===== config.mk =====
export PLATFORM = sky130hd
export DESIGN_NAME = fit_release_waiting_queue_core
export DESIGN_NICKNAME = d
export VERILOG_FILES = /design/src/rtl/frwq_pkg.sv /design/src/rtl/frwq_ram.sv /design/src/rtl/frwq_front.sv /design/src/rtl/frwq_back.sv /design/src/rtl/fit_release_waiting_queue_core.sv
export SDC_FILE = /design/constraint.sdc
export NUM_CORES = 1
export LEC_CHECK = 0
export ABC_AREA = 1
export BUFFER_PORTS_ARGS = -buffer_cell sky130_fd_sc_hd__buf_2
export CAP_MARGIN = 10
export CORE_MARGIN = 2
export CORE_UTILIZATION = 45
export DETAILED_ROUTE_END_ITERATION = 12
export PLACE_DENSITY = 0.66
export RECOVER_POWER = 50
export REMOVE_ABC_BUFFERS = 1
export SYNTH_ARGS = -nofsm -noshare
export SYNTH_HDL_FRONTEND = slang
export SYNTH_SLANG_ARGS = --single-unit
export TNS_END_PERCENT = 20

===== constraint.sdc =====
create_clock -name clk -period 7.9 [get_ports clk]
set_clock_uncertainty 0.2 [all_clocks]
set_input_delay 1.185 -clock clk [delete_from_list [all_inputs] [get_ports clk]]
set_output_delay 1.185 -clock clk [all_outputs]
set_load 0.01 [all_outputs]

===== src/rtl/frwq_pkg.sv =====
// Shared types and constants of the fit-release waiting queue.
`timescale 1ns / 1ps

package frwq_pkg;

	localparam int QUEUE_DEPTH = 16;
	localparam int IDX_W       = $clog2(QUEUE_DEPTH);
	localparam int CNT_W       = $clog2(QUEUE_DEPTH + 1);

	localparam int TAG_W  = 16;
	localparam int SIZE_W = 8;
	localparam int CAP_W  = 12;

	localparam int CQ_DEPTH = 2;
	localparam int CQ_IW    = $clog2(CQ_DEPTH);
	localparam int CQ_CW    = $clog2(CQ_DEPTH + 1);

	typedef enum logic [2:0] {
		ST_APPENDED = 3'd0,
		ST_FULL     = 3'd1,
		ST_ZERO     = 3'd2,
		ST_REMOVED  = 3'd3,
		ST_NONE_FIT = 3'd4,
		ST_EMPTY    = 3'd5
	} status_t;

	typedef enum logic [1:0] {
		CMD_APPEND,
		CMD_ZERO,
		CMD_RELEASE
	} cmd_kind_t;

	typedef struct packed {
		cmd_kind_t           kind;
		logic [TAG_W-1:0]    tag;
		logic [SIZE_W-1:0]   size;
		logic [CAP_W-1:0]    capacity;
	} cmd_t;

	typedef struct packed {
		logic [TAG_W-1:0]  tag;
		logic [SIZE_W-1:0] size;
	} entry_t;

	typedef struct packed {
		logic valid;
		cmd_t cmd;
	} cmd_port_t;

endpackage


===== src/rtl/frwq_ram.sv =====
// Generic single write port, single read port RAM with registered read data.
`timescale 1ns / 1ps

module frwq_ram #(
	parameter int WIDTH = 8,
	parameter int DEPTH = 16
) (
	input  logic                     clk,
	input  logic                     we,
	input  logic [$clog2(DEPTH)-1:0] waddr,
	input  logic [WIDTH-1:0]         wdata,
	input  logic [$clog2(DEPTH)-1:0] raddr,
	output logic [WIDTH-1:0]         rdata
);

	logic [WIDTH-1:0] mem_q [DEPTH];
	logic [WIDTH-1:0] rdata_q;

	always_ff @(posedge clk) begin
		if (we) begin
			mem_q[waddr] <= wdata;
		end
		rdata_q <= mem_q[raddr];
	end

	assign rdata = rdata_q;

endmodule


===== src/rtl/frwq_front.sv =====
// Front end: accepts input beats, classifies them and buffers them in a short command queue.
`timescale 1ns / 1ps

module frwq_front import frwq_pkg::*; (
	input  logic              clk,
	input  logic              arst_n,
	input  logic              start,
	input  logic              mode,
	input  logic [TAG_W-1:0]  tag,
	input  logic [SIZE_W-1:0] group_size,
	input  logic [CAP_W-1:0]  capacity,
	output logic              busy,
	output cmd_port_t         cmd_out,
	input  logic              pop
);

	cmd_t             mem_q [CQ_DEPTH];
	logic [CQ_IW-1:0] wp_q;
	logic [CQ_IW-1:0] rp_q;
	logic [CQ_CW-1:0] fill_q;
	logic             push;
	logic             do_pop;
	cmd_t             cmd_new;

	assign busy   = (fill_q == CQ_CW'(CQ_DEPTH));
	assign push   = start && !busy;
	assign do_pop = pop && (fill_q != '0);

	// A zero size is refused no matter what the queue holds, so it is sorted out here.
	always_comb begin
		cmd_new.tag      = tag;
		cmd_new.size     = group_size;
		cmd_new.capacity = capacity;
		if (mode) begin
			cmd_new.kind = CMD_RELEASE;
		end else if (group_size == '0) begin
			cmd_new.kind = CMD_ZERO;
		end else begin
			cmd_new.kind = CMD_APPEND;
		end
	end

	always_ff @(posedge clk) begin
		if (push) begin
			mem_q[wp_q] <= cmd_new;
		end
	end

	always_ff @(posedge clk or negedge arst_n) begin
		if (!arst_n) begin
			wp_q   <= '0;
			rp_q   <= '0;
			fill_q <= '0;
		end else begin
			if (push) begin
				wp_q <= (wp_q == CQ_IW'(CQ_DEPTH - 1)) ? '0 : wp_q + CQ_IW'(1);
			end
			if (do_pop) begin
				rp_q <= (rp_q == CQ_IW'(CQ_DEPTH - 1)) ? '0 : rp_q + CQ_IW'(1);
			end
			if (push && !do_pop) begin
				fill_q <= fill_q + CQ_CW'(1);
			end else if (do_pop && !push) begin
				fill_q <= fill_q - CQ_CW'(1);
			end
		end
	end

	assign cmd_out.valid = (fill_q != '0);
	assign cmd_out.cmd   = mem_q[rp_q];

endmodule


===== src/rtl/frwq_back.sv =====
// Back end: executes appends and release walks over the entry RAM and drives result beats.
`timescale 1ns / 1ps

module frwq_back import frwq_pkg::*; (
	input  logic              clk,
	input  logic              arst_n,
	input  cmd_port_t         cmd_in,
	output logic              pop,
	output logic              done,
	output logic [2:0]        status,
	output logic [TAG_W-1:0]  out_tag,
	output logic [SIZE_W-1:0] out_size,
	output logic              last
);

	typedef enum logic [1:0] {
		S_IDLE,
		S_WALK,
		S_FLUSH
	} state_t;

	state_t            state_q;
	logic [CNT_W-1:0]  count_q;
	logic [IDX_W-1:0]  rd_q;
	logic [CNT_W-1:0]  wr_q;
	logic [CAP_W-1:0]  rem_q;
	logic              pend_q;
	entry_t            pend_entry_q;
	logic              done_q;
	status_t           status_q;
	logic [TAG_W-1:0]  tag_q;
	logic [SIZE_W-1:0] size_q;
	logic              last_q;

	logic              ram_we;
	logic [IDX_W-1:0]  ram_waddr;
	entry_t            ram_wdata;
	logic [IDX_W-1:0]  ram_raddr;
	entry_t            ram_rdata;
	logic              fits;
	logic              rd_last;
	logic              is_full;

	frwq_ram #(
		.WIDTH($bits(entry_t)),
		.DEPTH(QUEUE_DEPTH)
	) u_ram (
		.clk  (clk),
		.we   (ram_we),
		.waddr(ram_waddr),
		.wdata(ram_wdata),
		.raddr(ram_raddr),
		.rdata(ram_rdata)
	);

	assign pop     = (state_q == S_IDLE) && cmd_in.valid;
	assign is_full = (count_q == CNT_W'(QUEUE_DEPTH));
	assign fits    = {{(CAP_W - SIZE_W){1'b0}}, ram_rdata.size} <= rem_q;
	assign rd_last = (CNT_W'(rd_q) == count_q - CNT_W'(1));

	// The read for the first entry goes out as the release is taken; each walk cycle
	// then asks for the next one. Kept entries are written back below the read point.
	always_comb begin
		ram_we    = 1'b0;
		ram_waddr = wr_q[IDX_W-1:0];
		ram_wdata = ram_rdata;
		ram_raddr = (state_q == S_WALK) ? rd_q + IDX_W'(1) : '0;
		if (state_q == S_WALK) begin
			ram_we = !fits;
		end else if (pop && cmd_in.cmd.kind == CMD_APPEND && !is_full) begin
			ram_we         = 1'b1;
			ram_waddr      = count_q[IDX_W-1:0];
			ram_wdata.tag  = cmd_in.cmd.tag;
			ram_wdata.size = cmd_in.cmd.size;
		end
	end

	always_ff @(posedge clk or negedge arst_n) begin
		if (!arst_n) begin
			state_q      <= S_IDLE;
			count_q      <= '0;
			rd_q         <= '0;
			wr_q         <= '0;
			rem_q        <= '0;
			pend_q       <= 1'b0;
			pend_entry_q <= '0;
			done_q       <= 1'b0;
			status_q     <= ST_APPENDED;
			tag_q        <= '0;
			size_q       <= '0;
			last_q       <= 1'b0;
		end else begin
			done_q <= 1'b0;
			tag_q  <= '0;
			size_q <= '0;
			last_q <= 1'b1;
			unique case (state_q)
				S_IDLE: begin
					if (cmd_in.valid) begin
						unique case (cmd_in.cmd.kind)
							CMD_APPEND, CMD_ZERO: begin
								done_q <= 1'b1;
								if (is_full) begin
									status_q <= ST_FULL;
								end else if (cmd_in.cmd.kind == CMD_ZERO) begin
									status_q <= ST_ZERO;
								end else begin
									status_q <= ST_APPENDED;
									count_q  <= count_q + CNT_W'(1);
								end
							end
							CMD_RELEASE: begin
								if (count_q == '0) begin
									done_q   <= 1'b1;
									status_q <= ST_EMPTY;
								end else begin
									rem_q   <= cmd_in.cmd.capacity;
									rd_q    <= '0;
									wr_q    <= '0;
									pend_q  <= 1'b0;
									state_q <= S_WALK;
								end
							end
							default: begin
								done_q   <= 1'b1;
								status_q <= ST_ZERO;
							end
						endcase
					end
				end
				S_WALK: begin
					// One removed entry is held back so that the final one can carry last.
					if (fits) begin
						rem_q        <= rem_q - CAP_W'(ram_rdata.size);
						pend_q       <= 1'b1;
						pend_entry_q <= ram_rdata;
						if (pend_q) begin
							done_q   <= 1'b1;
							status_q <= ST_REMOVED;
							tag_q    <= pend_entry_q.tag;
							size_q   <= pend_entry_q.size;
							last_q   <= 1'b0;
						end
					end else begin
						wr_q <= wr_q + CNT_W'(1);
					end
					if (rd_last) begin
						count_q <= fits ? wr_q : wr_q + CNT_W'(1);
						state_q <= S_FLUSH;
					end else begin
						rd_q <= rd_q + IDX_W'(1);
					end
				end
				S_FLUSH: begin
					done_q <= 1'b1;
					if (pend_q) begin
						status_q <= ST_REMOVED;
						tag_q    <= pend_entry_q.tag;
						size_q   <= pend_entry_q.size;
					end else begin
						status_q <= ST_NONE_FIT;
					end
					pend_q  <= 1'b0;
					state_q <= S_IDLE;
				end
				default: begin
					state_q <= S_IDLE;
				end
			endcase
		end
	end

	assign done     = done_q;
	assign status   = status_q;
	assign out_tag  = tag_q;
	assign out_size = size_q;
	assign last     = last_q;

endmodule


===== src/rtl/fit_release_waiting_queue_core.sv =====
// Top level of the fit-release waiting queue: front end, command queue and back end.
// An append or an empty release gives a registered result beat once the back end takes it;
// a release gives its last beat after a walk over all stored entries and a flush step, later
// if earlier work is queued. Appends sustain one beat per cycle while no release holds the
// back end; a release holds it for its walk, one RAM read per entry. Results cannot be stalled.
// Reset (arst_n low, asynchronous) empties the queue and the command buffer; RAM contents stay.
`timescale 1ns / 1ps

module fit_release_waiting_queue_core import frwq_pkg::*; (
	input  logic              clk,
	input  logic              arst_n,
	input  logic              start,
	output logic              busy,
	input  logic              mode,
	input  logic [TAG_W-1:0]  tag,
	input  logic [SIZE_W-1:0] group_size,
	input  logic [CAP_W-1:0]  capacity,
	output logic              done,
	output logic [2:0]        status,
	output logic [TAG_W-1:0]  out_tag,
	output logic [SIZE_W-1:0] out_size,
	output logic              last
);

	// The front end takes a beat whenever its two-entry command buffer has room. A zero
	// size append is marked there; whether the queue is full is only known to the back end,
	// since a release that is still ahead in the buffer may free entries.
	cmd_port_t cmd;
	logic      pop;

	frwq_front u_front (
		.clk       (clk),
		.arst_n    (arst_n),
		.start     (start),
		.mode      (mode),
		.tag       (tag),
		.group_size(group_size),
		.capacity  (capacity),
		.busy      (busy),
		.cmd_out   (cmd),
		.pop       (pop)
	);

	// The back end owns the entry RAM and the entry count. A release walks the entries
	// oldest first, one per cycle, reports each one that fits the remaining capacity and
	// writes the others back in order, which closes the gaps. The last removed entry is
	// reported in a final flush cycle, or a none-fit beat is given there instead.
	frwq_back u_back (
		.clk     (clk),
		.arst_n  (arst_n),
		.cmd_in  (cmd),
		.pop     (pop),
		.done    (done),
		.status  (status),
		.out_tag (out_tag),
		.out_size(out_size),
		.last    (last)
	);

`ifndef SYNTHESIS
	// Busy can only rise because a beat was just taken into the command buffer.
	a_busy_rise: assert property (@(posedge clk) disable iff (!arst_n)
		$rose(busy) |-> $past(start))
		else $error("busy rose without an accepted beat");

	// Every result other than a removed entry is the only one of its item.
	a_single_last: assert property (@(posedge clk) disable iff (!arst_n)
		(done && status != ST_REMOVED) |-> last)
		else $error("single result without last");

	// Only removed entries carry a tag and a size.
	a_zero_fields: assert property (@(posedge clk) disable iff (!arst_n)
		(done && status != ST_REMOVED) |-> (out_tag == '0 && out_size == '0))
		else $error("non-removal result carries entry fields");

	// Zero sizes are never stored, so a removed entry always has a size.
	a_removed_size: assert property (@(posedge clk) disable iff (!arst_n)
		(done && status == ST_REMOVED) |-> (out_size != '0))
		else $error("removed entry with zero size");
`endif

endmodule

==> qor.yml <==
cp-start-kind: "register"
yosys_warnings: 0
htreeDepth: 2
violations: "capacitance limit, slew limit"
cts_buffer_depth: 3
dp_hpwl_um: 33600
final_cell_mix: "460 x edfxtp_1, 355 x nor2_1, 287 x o21ai_0"
synth.distinct_cells: 41
p_leak_nw: 9.39
syn_area_um2: 23200
dpl_worst_slack_ns: 3.45
crit_top_cell: "inv_1"
cp_data_arrival_time_ns: 5.78
drc: 0
setup_tns_ns: 0
antenna_cells: 0
cts_tree: "yes"
cts-root-buf: "clkbuf_16"
synth_top_area_cell: "edfxtp_1"
dr.pass1.iters: 5
powerDensity_nw_per_um2: 394
worstPathCellList: "inv_1 -> ha_1 -> clkbuf_1 -> inv_1 -> nand3_4 -> o21ai_1 -> inv_1 -> nand2_1 -> nor2_2 -> buf_4"
synth_top_area_share_pct: 59.5
wl_per_cell_um: 21.5
timing.fmax_mhz: 176
peakVddDrop_mv: 0.191
fp.dieH_um: 231
drive_above_1_share_pct: 9.66
dieArea_um2: 53400
grt_max_degree: 102
min_period_over_period_pct: 71.9
crit_fanout: 35
cp_top_family: "buffers and inverters"
avgViaCountPerCell: 5.57
synth_ff_type: "edfxtp_1"
fin_crit_ns: 5.68
slowest_delay_ns: 1.28
setup_slack_ns: 2.22
ctsHoldBuffers: 0
grt_use_total_pct: 22.3
rsz0062_at_grt: "no"
syn_inst: 1960
initial_core_util_pct: 45.3
mostFrequentLayoutCell: "edfxtp_1"
vias: 15300
synthTopCellsByArea: "edfxtp_1 60%, dfrtp_1 9.3%, nor2_1 6.0%"
routed_wl_um: 59000
tightest_slew_ns: 3.20
setup_viol: 0
core_area_um2: 51200
synth_edf_count: 460
clk_latency_ns: 0.63
grt_pass1_vias: 15300
slew_viol_final: 297
layout.nets: 2080
async_flop_share_pct: 15.1
postRouteAntennaNets: 0
rows: 83
hold_violations: 0
drv_cap: 12
final_util_pct: 50.8
drt-initial-drc-count: 1429
portBuffers: 69
grt_pass1_wl_um: 90100
cts-resized-gates: 0
outcome: "finished with violations"
crit_type: "register to register"
seq_area_frac_synth_pct: 70.9
crit_required_ns: 8.00
post-cts-setup-buffer-count: 0
dpl-instance-area_um2: 24300
fp.dieW_um: 231
antenna_found_initial: 0
slew_headroom_pct: -113
synth_seq_cells: 570
cts_buffers: 58
final_cell_area_um2: 26000
gp_congestion: 0.856
path_clk_slew_ns: 0.06
ios: 70
overflow: 0
end_kind: "register"
crit_buf_inv: 5
syn_to_final_growth_pct: 12.1
avgSynthCellArea_um2: 11.8
hold_class: "register to register"
critPathSlowestCell: "clkbuf_1"
clock_sinks: 570
-- worst paths after layout --
path / start / to / slack (ns) / depth (start not counted)
min: u_back.u_ram.rdata[22] / u_back.pend_entry_q[22] / 0.25 / 2
max in group asynchronous: arst_n / u_back.wr_q[4] / 5.05 / 2
max reg2reg: u_back.state_q[1] / u_back.u_ram.mem_q[1][14] / 2.22 / 10
min in group asynchronous: arst_n / u_back.out_tag[15] / 0.79 / 1
max: u_back.state_q[1] / u_back.u_ram.mem_q[1][14] / 2.22 / 10
min reg2reg: u_back.u_ram.rdata[22] / u_back.pend_entry_q[22] / 0.25 / 2
-- metrics by stage --
stage               instances  hold slack [ns]  power [mW]
detailed placement       2641            0.241        7.60
global route             2751            0.269        10.8
finish                   2751            0.246        10.3
floorplan                1850            0.226        6.39
global placement         2641            0.241        7.50
CTS                      2750            0.253        10.4
-- cell type report --
type / count / area [um2]
well taps: 680 / 851
repair buffers: 112 / 552
inverters: 73 / 279
fillers: 4408 / 25200
clock inverters: 35 / 388
multi-input cells: 1207 / 5960
clock buffers: 74 / 1530
flip-flops and latches: 570 / 16400
-- worst register-to-register path, delay by kind of cell, from the launching register on --
kind                       cells  cell delay (ns)
buffers and inverters          5             2.85
and+or+nand+nor                3             1.54
AOI/OAI and AO/OA              1             0.20
DFF                            1             0.41
adders and majority gates      1             0.16
-- per-layer routing --
layer,wire length (um),GRT usage [%]
met1,24900,30.2
met2,28500,37.1
met3,4130,3.26
met4,1550,7.20
met5,0,0
-- logic make-up after synthesis --
family / count (synthesis) / synth area share, %
simple gates: 744 / 13.1
flops: 570 / 70.9
compound gates: 433 / 11.0
buf+inv: 183 / 3.53
fa+ha+maj: 18 / 1.00
xor+xnor: 12 / 0.453
-- power by group --
group | total (mW) | switching [mW] | internal, mW
sequential | 4.29 | 0.205 | 4.08
combinational | 3.21 | 2.40 | 0.816
clock | 2.75 | 1.15 | 1.60
total | 10.3 | 3.75 | 6.50
-- registers in the layout, summed over array words and instances (netlist names), 2 cells and up --
name,count
u_back.count_q,5
u_back.out_size,8
u_back.out_tag,16
u_back.pend_entry_q,24
u_back.rd_q,4
u_back.rem_q,12
u_back.state_q,2
u_back.status,3
u_back.u_ram.mem_q,384
u_back.u_ram.rdata,24
u_back.wr_q,5
u_front.fill_q,2
u_front.mem_q,76
-- synthesized netlist by cell type (2+ instances only) --
master and number:
a21oi_1 15, a21oi_2 2, buf_1 2, buf_2 26, buf_4 12, buf_6 7
clkbuf_1 63, dfrtp_1 86, dfxtp_1 24, edfxtp_1 460, ha_1 17, inv_1 63
inv_2 8, nand2_1 268, nand2_2 10, nand2_4 3, nand3_1 58, nand3_2 5
nand4_1 12, nor2_1 371, nor2_2 5, nor2_4 4, nor3_1 4, nor4_1 2
o21ai_0 275, o21ai_1 35, o21ai_2 2, o221ai_1 48, o22ai_1 27, o31ai_1 10
o31ai_2 16, xnor2_1 2, xor2_1 10
Note: power is estimated with default switching activity, not from simulation.
